**src/sv/aids_pkg.sv**
```systemverilog
// ----------------------------------------------------------------------------
// aids_pkg
// Shared types and constants for the array insert/delete/search block.
// ----------------------------------------------------------------------------
`default_nettype none

package aids_pkg;

  localparam int unsigned CAPACITY = 128;
  localparam int unsigned AddrW    = $clog2(CAPACITY);
  localparam int unsigned CntW     = $clog2(CAPACITY + 1);
  localparam int unsigned DataW    = 32;
  localparam int unsigned FuncW    = 3;
  localparam int unsigned PosW     = 8;
  localparam int unsigned StatW    = 2;
  localparam int unsigned FoundW   = 7;
  localparam int unsigned FillW    = 8;
  localparam int unsigned CmpW     = (CntW > PosW) ? CntW : PosW;

  typedef enum logic [FuncW-1:0] {
    OP_CLEAR  = 3'd0,
    OP_INSERT = 3'd1,
    OP_DELETE = 3'd2,
    OP_SEARCH = 3'd3,
    OP_READ   = 3'd4
  } func_e;

  typedef enum logic [StatW-1:0] {
    ST_OK     = 2'd0,
    ST_BADPOS = 2'd1,
    ST_FULL   = 2'd2,
    ST_MISS   = 2'd3
  } status_e;

  // Memory access bundle from the sequencer to the element RAM.
  typedef struct packed {
    logic             we;
    logic [AddrW-1:0] waddr;
    logic [DataW-1:0] wdata;
    logic [AddrW-1:0] raddr;
  } mem_req_t;

endpackage

`default_nettype wire

```
**src/sv/aids_ram.sv**
```systemverilog
// ----------------------------------------------------------------------------
// aids_ram
// Element store: one write port, one read port with registered read data.
// ----------------------------------------------------------------------------
`default_nettype none

module aids_ram (
  input  wire logic                       clk_i,
  input  wire aids_pkg::mem_req_t         req_i,
  output logic [aids_pkg::DataW-1:0]      rdata_o
);
  import aids_pkg::*;

  logic [DataW-1:0] mem_q [CAPACITY];
  logic [DataW-1:0] rdata_q;

  always_ff @(posedge clk_i) begin
    if (req_i.we) begin
      mem_q[req_i.waddr] <= req_i.wdata;
    end
  end

  always_ff @(posedge clk_i) begin
    rdata_q <= mem_q[req_i.raddr];
  end

  assign rdata_o = rdata_q;

endmodule

`default_nettype wire

```
**src/sv/aids_seq.sv**
```systemverilog
// ----------------------------------------------------------------------------
// aids_seq
// Sequencer with one shared index adder and one word comparator; moves,
// scans and reads entries of the element RAM one step at a time.
// ----------------------------------------------------------------------------
`default_nettype none

module aids_seq (
  input  wire logic                        clk_i,
  input  wire logic                        rst_ni,
  input  wire logic                        start_i,
  input  wire logic [aids_pkg::FuncW-1:0]  func_i,
  input  wire logic [aids_pkg::PosW-1:0]   position_i,
  input  wire logic [aids_pkg::DataW-1:0]  value_i,
  output logic                             busy_o,
  output logic                             done_o,
  output logic [aids_pkg::StatW-1:0]       status_o,
  output logic [aids_pkg::FoundW-1:0]      found_index_o,
  output logic [aids_pkg::DataW-1:0]       read_value_o,
  output logic [aids_pkg::FillW-1:0]       fill_count_o,
  output aids_pkg::mem_req_t               mem_req_o,
  input  wire logic [aids_pkg::DataW-1:0]  mem_rdata_i
);
  import aids_pkg::*;

  typedef enum logic [3:0] {
    S_IDLE = 4'b0001,
    S_RD   = 4'b0010,
    S_WR   = 4'b0100,
    S_PUT  = 4'b1000
  } state_e;

  state_e           state_q, state_d;
  logic [CntW-1:0]  idx_q, idx_d;
  logic [CntW-1:0]  count_q, count_d;
  func_e            func_q, func_d;
  logic [PosW-1:0]  pos_q, pos_d;
  logic [DataW-1:0] val_q, val_d;
  logic             done_q, done_d;
  status_e          status_q, status_d;
  logic [FoundW-1:0] found_q, found_d;
  logic [DataW-1:0] rdval_q, rdval_d;

  logic [CntW-1:0]  nb;       // shared adder: idx - 1 for insert, idx + 1 otherwise
  logic [CntW-1:0]  cnt_m1;
  logic             word_eq;  // word comparator for search
  logic [CmpW-1:0]  pos_ext, cnt_ext;

  assign nb      = (func_q == OP_INSERT) ? idx_q - CntW'(1) : idx_q + CntW'(1);
  assign cnt_m1  = count_q - CntW'(1);
  assign word_eq = (mem_rdata_i == val_q);
  assign pos_ext = CmpW'(position_i);
  assign cnt_ext = CmpW'(count_q);

  always_comb begin
    state_d   = state_q;
    idx_d     = idx_q;
    count_d   = count_q;
    func_d    = func_q;
    pos_d     = pos_q;
    val_d     = val_q;
    done_d    = 1'b0;
    status_d  = status_q;
    found_d   = found_q;
    rdval_d   = rdval_q;
    mem_req_o = '0;

    unique case (state_q)
      S_IDLE: begin
        if (start_i) begin
          func_d   = func_e'(func_i);
          pos_d    = position_i;
          val_d    = value_i;
          status_d = ST_OK;
          found_d  = '0;
          rdval_d  = '0;
          unique case (func_e'(func_i))
            OP_CLEAR: begin
              count_d = '0;
              done_d  = 1'b1;
            end
            OP_INSERT: begin
              if (pos_ext > cnt_ext) begin
                status_d = ST_BADPOS;
                done_d   = 1'b1;
              end else if (cnt_ext >= CmpW'(CAPACITY)) begin
                status_d = ST_FULL;
                done_d   = 1'b1;
              end else if (pos_ext == cnt_ext) begin
                state_d = S_PUT;
              end else begin
                idx_d   = count_q;
                state_d = S_RD;
              end
            end
            OP_DELETE: begin
              if (pos_ext >= cnt_ext) begin
                status_d = ST_BADPOS;
                done_d   = 1'b1;
              end else if (pos_ext == CmpW'(cnt_m1)) begin
                // last entry: nothing to move
                count_d = cnt_m1;
                done_d  = 1'b1;
              end else begin
                idx_d   = CntW'(position_i);
                state_d = S_RD;
              end
            end
            OP_SEARCH: begin
              if (count_q == '0) begin
                status_d = ST_MISS;
                done_d   = 1'b1;
              end else begin
                idx_d   = '0;
                state_d = S_RD;
              end
            end
            OP_READ: begin
              if (pos_ext >= cnt_ext) begin
                status_d = ST_BADPOS;
                done_d   = 1'b1;
              end else begin
                idx_d   = CntW'(position_i);
                state_d = S_RD;
              end
            end
            default: begin
              done_d = 1'b1;
            end
          endcase
        end
      end

      S_RD: begin
        if ((func_q == OP_SEARCH) || (func_q == OP_READ)) begin
          mem_req_o.raddr = idx_q[AddrW-1:0];
        end else begin
          mem_req_o.raddr = nb[AddrW-1:0];
        end
        state_d = S_WR;
      end

      S_WR: begin
        case (func_q)
          OP_INSERT: begin
            mem_req_o.we    = 1'b1;
            mem_req_o.waddr = idx_q[AddrW-1:0];
            mem_req_o.wdata = mem_rdata_i;
            idx_d           = nb;
            state_d         = (CmpW'(nb) == CmpW'(pos_q)) ? S_PUT : S_RD;
          end
          OP_DELETE: begin
            mem_req_o.we    = 1'b1;
            mem_req_o.waddr = idx_q[AddrW-1:0];
            mem_req_o.wdata = mem_rdata_i;
            idx_d           = nb;
            if (nb == cnt_m1) begin
              count_d = cnt_m1;
              done_d  = 1'b1;
              state_d = S_IDLE;
            end else begin
              state_d = S_RD;
            end
          end
          OP_SEARCH: begin
            if (word_eq) begin
              found_d = FoundW'(idx_q);
              done_d  = 1'b1;
              state_d = S_IDLE;
            end else if (nb == count_q) begin
              status_d = ST_MISS;
              done_d   = 1'b1;
              state_d  = S_IDLE;
            end else begin
              idx_d   = nb;
              state_d = S_RD;
            end
          end
          default: begin
            // read
            rdval_d = mem_rdata_i;
            done_d  = 1'b1;
            state_d = S_IDLE;
          end
        endcase
      end

      S_PUT: begin
        mem_req_o.we    = 1'b1;
        mem_req_o.waddr = pos_q[AddrW-1:0];
        mem_req_o.wdata = val_q;
        count_d         = count_q + CntW'(1);
        done_d          = 1'b1;
        state_d         = S_IDLE;
      end

      default: begin
        state_d = S_IDLE;
      end
    endcase
  end

  always_ff @(posedge clk_i or negedge rst_ni) begin
    if (!rst_ni) begin
      state_q  <= S_IDLE;
      count_q  <= '0;
      done_q   <= 1'b0;
      status_q <= ST_OK;
      found_q  <= '0;
      rdval_q  <= '0;
    end else begin
      state_q  <= state_d;
      count_q  <= count_d;
      done_q   <= done_d;
      status_q <= status_d;
      found_q  <= found_d;
      rdval_q  <= rdval_d;
    end
  end

  always_ff @(posedge clk_i) begin
    idx_q  <= idx_d;
    func_q <= func_d;
    pos_q  <= pos_d;
    val_q  <= val_d;
  end

  assign busy_o        = (state_q != S_IDLE);
  assign done_o        = done_q;
  assign status_o      = status_q;
  assign found_index_o = found_q;
  assign read_value_o  = rdval_q;
  assign fill_count_o  = FillW'(count_q);

endmodule

`default_nettype wire

```
**src/sv/array_insert_delete_search_top.sv**
```systemverilog
// From transfer of a request to its result strobe: clear, unknown op, bad position, full
//   and delete of the last entry answer from idle; read passes S_RD, S_WR; insert at p with
//   n stored shifts p..n-1 up, S_PUT writes; delete shifts p+1..n-1 down; search scans up.
// A moved entry takes a RAM read and a RAM write step, a scanned one a read and a compare.
// busy drops with the strobe, so the next transfer may share its edge; no receiver stall.
// Reset empties the array (count 0); stored words are undefined until written.
// ----------------------------------------------------------------------------
// array_insert_delete_search_top
// Bounded ordered array of signed words with insert, delete, search and read.
// ----------------------------------------------------------------------------
`default_nettype none

module array_insert_delete_search_top (
  input  wire logic                              clk_i,
  input  wire logic                              rst_ni,
  input  wire logic                              start,
  output logic                                   busy,
  input  wire logic [aids_pkg::FuncW-1:0]        func_i,
  input  wire logic [aids_pkg::PosW-1:0]         position_i,
  input  wire logic signed [aids_pkg::DataW-1:0] value_i,
  output logic                                   done_o,
  output logic [aids_pkg::StatW-1:0]             status_o,
  output logic [aids_pkg::FoundW-1:0]            found_index_o,
  output logic signed [aids_pkg::DataW-1:0]      read_value_o,
  output logic [aids_pkg::FillW-1:0]             fill_count_o
);
  import aids_pkg::*;

  mem_req_t         mem_req;
  logic [DataW-1:0] mem_rdata;
  logic [DataW-1:0] rd_word;

  aids_seq u_seq (
    .clk_i         (clk_i),
    .rst_ni        (rst_ni),
    .start_i       (start),
    .func_i        (func_i),
    .position_i    (position_i),
    .value_i       (value_i),
    .busy_o        (busy),
    .done_o        (done_o),
    .status_o      (status_o),
    .found_index_o (found_index_o),
    .read_value_o  (rd_word),
    .fill_count_o  (fill_count_o),
    .mem_req_o     (mem_req),
    .mem_rdata_i   (mem_rdata)
  );

  aids_ram u_ram (
    .clk_i   (clk_i),
    .req_i   (mem_req),
    .rdata_o (mem_rdata)
  );

  assign read_value_o = signed'(rd_word);

endmodule

`default_nettype wire

```
**config.mk**
```make
export PLATFORM = sky130hd
export DESIGN_NAME = array_insert_delete_search_top
export DESIGN_NICKNAME = d
export VERILOG_FILES = /design/src/sv/aids_pkg.sv /design/src/sv/aids_ram.sv /design/src/sv/aids_seq.sv /design/src/sv/array_insert_delete_search_top.sv
export SDC_FILE = /design/constraint.sdc
export NUM_CORES = 2
export LEC_CHECK = 0
export ABC_AREA = 1
export BUFFER_PORTS_ARGS = -buffer_cell sky130_fd_sc_hd__clkbuf_2
export CORE_ASPECT_RATIO = 1.5
export CORE_MARGIN = 2
export CORE_UTILIZATION = 30
export CTS_CLUSTER_SIZE = 8
export DETAILED_ROUTE_END_ITERATION = 10
export PLACE_DENSITY = 0.51
export SYNTH_ARGS = -nofsm -noshare
export SYNTH_HDL_FRONTEND = slang
export SYNTH_SLANG_ARGS = --single-unit
```
**constraint.sdc**
```tcl
create_clock -name clk_i -period 25.3 [get_ports clk_i]
set_input_delay 1.265 -clock clk_i [delete_from_list [all_inputs] [get_ports clk_i]]
set_output_delay 1.265 -clock clk_i [all_outputs]
set_load 0.01 [all_outputs]
```
; ---- After elaboration in Yosys (flattened, before gate mapping)
; Memories as Yosys holds them, arrays and structs flattened. A register that Yosys moved wholly into a read port is not among the register bits.
; Index checks and enable logic that the tools add are counted.
[op_classes]
n_lt_le_gt_ge = 3
n_addsub = 4
n_mux = 72
n_reduce_logical = 15
n_eq_ne = 40
[op_table]
columns = op, n
row1 = 8-bit two-way mux, 16
row2 = 40-bit one-hot mux with 2 select lines, 1
row3 = 32-bit two-way mux, 2
row4 = 32-bit one-hot mux with 2 select lines, 1
row5 = 8-bit one-hot mux with 2 select lines, 3
row6 = 8-bit == test, 5
row7 = 4-bit two-way mux, 10
row8 = 40-bit two-way mux, 1
row9 = 7-bit two-way mux, 5
row10 = 32-bit == test, 1
row11 = 8-bit one-hot mux with 4 select lines, 1
row12 = 3-bit != test (second input constant), 10
row13 = 4-bit one-hot mux with 3 select lines, 2
row14 = 8-bit one-hot mux with 3 select lines, 1
row15 = 2-bit two-way mux, 9
row16 = 8-bit by 1-bit adder with 8-bit output (second input constant), 2
row17 = 4-bit one-hot mux with 4 select lines, 1
row18 = 8-bit by 1-bit subtractor with 8-bit output (second input constant), 2
row19 = 7-bit one-hot mux with 2 select lines, 1
row20 = 1-bit two-way mux, 13
row21 = 13-bit AND reduction, 1
row22 = 3-bit by 2-bit == test with 1-bit output (second input constant), 4
row23 = 8-bit greater-or-equal comparator, 1
row24 = 8-bit greater-or-equal comparator (second input constant), 1
row25 = other kinds (29), 40
[word_totals]
memories = 1
inputBits = 46
ramBits = 4096
out_inout_bits = 51
elab_cells = 145
register_bits = 105
[memory_table]
columns = name, words, width, read_ports, rd_clocked_by_memory_dff, write_ports, line_no
row1 = u_ram.mem_q, 128, 32, 1, 1, 1, aids_ram.sv:14  ; logic [DataW-1:0] mem_q [CAPACITY];

; ---- Longest topological paths before layout
[depth]
depth_word = 7
depth_mapped = 20
mapped_depth_nobuf = 19

; ---- Modules after synthesis
; From an unflattened synthesis, not the netlist that was laid out.
[unflattened]
hier_cells = 14312
hier_area_um2 = 171595.8
[by_module_without_submodules]
columns = module, area_per_inst_um2, instances, seq_area_each_um2, cells_per_inst
row1 = aids_ram, 164634.1, 1, 123638.6, 13389
row2 = aids_seq, 6961.7, 1, 2884.0, 923

; ---- Worst setup path before layout
; No wires, ideal clock.
[synth_timing]
path_type = reg-to-reg
start = register u_seq.state_q[1]
end = memory u_ram.mem_q[0][11], data pin
required_time_ps = 24103
t_arrival_ps = 6714
stages_incl_launch_ff = 9
n_path_buf = 3
period_less_slack_ps = 7911
setup_ps = 1197
slack_ps = 17389
path_cell_list = dfrtp_1 nor2_1 inv_1 nor3_2 clkbuf_1 clkbuf_1 buf_1 nand2_1 o21ai_0
[synth_lines]
columns = element, line_no
row1 = from (decl), aids_seq.sv:33  ; state_e state_q, state_d;
row2 = from (signal assigned), aids_seq.sv:212  ; state_q <= state_d;
row3 = to (decl), aids_ram.sv:14

; ---- Worst setup path in the final report
[layout_timing]
start = register u_seq.func_q[0]
end = register u_ram.rdata_q[11] (netlist: u_ram.rdata_o[11]), read port of u_ram.mem_q
[layout_between]
elab_chain_cells = 4
word_cells_on_any_way = 7
classes_between = eq/ne (3) / mux (3) / reduce/logical (1)
[layout_lines]
columns = element, line_no
row1 = from (decl), aids_seq.sv:36  ; func_e func_q, func_d;
row2 = from (signal assigned), aids_seq.sv:223  ; func_q <= func_d;
row3 = "3-bit by 1-bit == test with 1-bit output, or another cell as far along", aids_seq.sv:49  ; assign nb = (func_q == OP_INSERT) ? idx_q - CntW'(1) : idx_q + CntW'(1);
row4 = 8-bit two-way mux / 1-bit logical OR (equally long branches), "aids_seq.sv:49, aids_seq.sv:135"
row5 = 7-bit two-way mux *, aids_seq.sv:135  ; if ((func_q == OP_SEARCH) || (func_q == OP_READ)) begin
row6 = 7-bit two-way mux *, aids_seq.sv:68  ; unique case (state_q)
row7 = to (decl), aids_ram.sv:15  ; logic [DataW-1:0] rdata_q;
; Every way passes the cells marked *; elsewhere a longest branch is shown, timed or not.
; A chain may end at the register's enable or synchronous reset.

==> key figures <==
Outcome
  – Status: complete, no violations

Global routing
  – Vias in the first global route: 118000
  – Tot GR Track Use: 21.9%
  – Global-route wire length before repair: 923 mm
  – Grt ovf: 0
  – Pin count of the biggest net entering global routing: 159
  – Initial antenna violation count: 52

Route
  – ANT nets after route: 0
  – Via/cell ratio: 5.55
  – Via count: 124000
  – 1st-iter DRT viols: 15400
  – WL/cell: 29.7 µm
  – Final wirelength: 663 mm
  – Drt pass-1 iters: 9
  – DR DRC count: 0

Setup path
  – Worst Setup Path Type: flip-flop to flip-flop
  – Crit path max-delay family: buffers and inverters
  – Reg2reg setup slack: 17.16 ns
  – Worst Path Arrival: 9.00 ns
  – Buf/Inv on CP: 8
  – Crit path largest cell delay: 0.79 ns
  – CP most frequent cell: nand3_1
  – Worst R2R Path Depth: 19
  – Critical path fanouts, max: 85
  – CP Capture Type: flip-flop
  – FF-to-FF End: u_ram.rdata_o[11]
  – Required time worst endpoint: 26.17 ns
  – Crit-path cells: nand3_1 -> inv_1 -> fa_1 -> inv_1 -> nand3_1 -> nand3_4 -> inv_8 -> buf_4 -> buf_4 -> buf_4 -> buf_4 -> buf_4 -> nand3_1 -> nand3_1 -> nand3_1 -> nand3_1 -> nand3_1 -> nand3_1 -> nand2_1
  – Slowest cell on crit path: inv_8
  – CP startpoint kind: flip-flop
  – Worst r2r src: u_seq.func_q[0]

Place
  – Area after DPL: 0.184 mm²
  – Post-placement cell count: 21500
  – Gp weighted congestion: 0.883
  – I/O Buffers: 96
  – Detailed Place HPWL: 366 mm

Final layout
  – Share of layout cells above drive strength 1: 9.33%
  – Multi-input logic area: 0.0437 mm²
  – # nets final: 14400
  – Finished Core Util: 34.7%
  – Layout Cells excl Fill: 22300
  – Register area: 0.127 mm²
  – FILL cells: 56200
  – Design area: 0.201 mm²
  – Area grow syn2layout: 15.3%

Clocking
  – Root buf cell: clkbuf_16
  – CTS H-tree lvls: 6
  – CTS tree: built
  – Postcts setup bufs: 0
  – Cts bufs inserted: 603
  – Clock-pin slew on the worst setup and hold paths: 0.07 ns
  – CTS Buffer Depth: 4
  – Post-cts hold buffer count: 0
  – Worst-skew pair later-pin latency: 1.03 ns
  – # clock sinks: 4233
  – PostCTS Resize Cnt: 0

Timing
  – Finish-stage setup viols: 0
  – Final setup TNS: 0 ns
  – Ratio of final minimum period to clock period: 32.2%
  – Clk_skew: 0.0992 ns
  – Worst Max-Slew Pin Slew: 1.23 ns
  – Pins Over Slew Limit: 0
  – Final Hold Fails: 0
  – Slew HR: 18.0%
  – Achievable Freq: 123 MHz
  – RSZ-0062 raised after global routing: no
  – Period minus WS final: 8.14 ns

Logic synthesis
  – Mapped cell area: 0.174 mm²
  – Syn_nets: 14500
  – Cells after synthesis: 14400
  – Top cells by count, synth: 4147 x edfxtp_1, 4099 x nand3_1, 3375 x nand2_1
  – Synth area leaders: edfxtp_1 72%, nand3_1 12%, nand2_1 7.3%
  – Ys flop type: edfxtp_1
  – Most frequent cell after synthesis: edfxtp_1
  – Post-synth top area share: 71.5%
  – Yosys warns: 0
  – Register bit count reported by yosys: 4233
  – Post-Syn Area per Cell: 12.0 µm²
  – Number of synthesized flops with an enable pin: 4147
  – Area leader, netlist: edfxtp_1
  – Netlist cell types: 50
  – Sequential element share of the synthesized area: 72.7%
  – Async SR Flop Fraction: 1.28%

Pwr
  – Pleak: 65.0 nW
  – Pwr Density: 88.3 mW/mm²
  – Peak VDD IR: 0.0645 mV
  – Total power: 17.7 mW

Min path
  – Tightest Hold Check Type: input port to asynchronous set/reset pin

Run
  – Max_cap viols: 0

Floorplanning
  – FP Rows: 342
  – Core area: 0.578 mm²
  – Top Ports: 97
  – Die W: 626 µm
  – Die height: 937 µm
  – Initial Util: 30.1%
  – Die Area: 0.586 mm²
## where the power goes
group	switching [mW]	total [mW]	internal, mW
logic	2.01	2.61	0.600
registers	0.116	7.79	7.67
clock network	2.95	7.32	4.36
total	5.08	17.7	12.6
## metrics by stage
step           worst slack (ns)  hold slack (ns)
5_1_grt                   17.02            0.136
3_5_place_dp              17.42            0.472
6_report                  17.16            0.133
3_3_place_gp              17.36            0.468
4_1_cts                   17.37           0.0956
2_1_floorplan             17.39            0.469
## flip-flops by register name, indices dropped and copies added (netlist names)
register / cells
u_seq.idx_q: 8
u_ram.mem_q: 4096
u_seq.status_o: 2
u_seq.fill_count_o: 8
u_seq.pos_q: 8
u_seq.done_o: 1
u_seq.func_q: 3
u_seq.val_q: 32
u_ram.rdata_o: 32
u_seq.state_q: 4
u_seq.found_index_o: 7
u_seq.read_value_o: 32
## worst max-delay path by stage
stage | startpoint | endpoint | slack, ns | cells after the start
detailed placement | u_seq.func_q[0] | u_ram.rdata_o[25] | 17.42 | 19
floorplan | u_seq.state_q[1] | u_ram.mem_q[0][11] | 17.39 | 8
CTS | u_seq.func_q[0] | u_ram.rdata_o[25] | 17.37 | 19
global route | u_seq.func_q[0] | u_ram.rdata_o[11] | 17.02 | 19
global placement | u_seq.func_q[1] | u_ram.rdata_o[25] | 17.36 | 20
finish | u_seq.func_q[0] | u_ram.rdata_o[11] | 17.16 | 19
## per-layer routing
metal / vias to the layer above / part of all wire [%] / GRT usage (%) / wire, µm
li1: 52900 / - / - / -
met1: 63200 / 37 / 26.7 / 246000
met2: 6192 / 47 / 35.7 / 313000
met3: 1420 / 7.8 / 3.09 / 51500
met4: 14 / 7.9 / 15.3 / 52300
met5: - / 0.014 / 0 / 90
## layout make-up
cell class	instances	share of cell area, %
multi-input combinational	8938	21.8
timing repair buffer	487	1.85
clock inverter	37	0.261
sequential	4233	63.1
clock buffer	725	7.93
inverter	121	0.249
antenna	35	0.0437
tap	7740	4.83
## cell families after synthesis
logic type | Yosys count | share of synthesized area, %
adder cells (fa/ha/maj) | 18 | 0.134
XOR/XNOR | 41 | 0.214
buffers and inverters | 1277 | 3.14
AO/OA/AOI/OAI | 141 | 0.490
AND/OR/NAND/NOR | 8738 | 23.3
flip-flops | 4233 | 72.7
## cell usage in the layout, fill, tap and decap left out, types with 19 or more instances in the layout
| cell type | n |
|---|---|
| nor2_1 | 65 |
| nor2_4 | 129 |
| nand4_1 | 1032 |
| a21oi_1 | 30 |
| nand2_1 | 3367 |
| nand3_1 | 4094 |
| clkbuf_16 | 620 |
| xnor2_1 | 23 |
| dfrtp_1 | 53 |
| inv_1 | 102 |
| clkbuf_2 | 95 |
| edfxtp_1 | 4147 |
| buf_12 | 24 |
| buf_4 | 368 |
| o21ai_0 | 39 |
| dfxtp_1 | 32 |
| o21ai_4 | 22 |
| clkbuf_1 | 105 |
| inv_6 | 19 |
| diode_2 | 35 |
No activity file was read; power rests on OpenSTA's default activity.
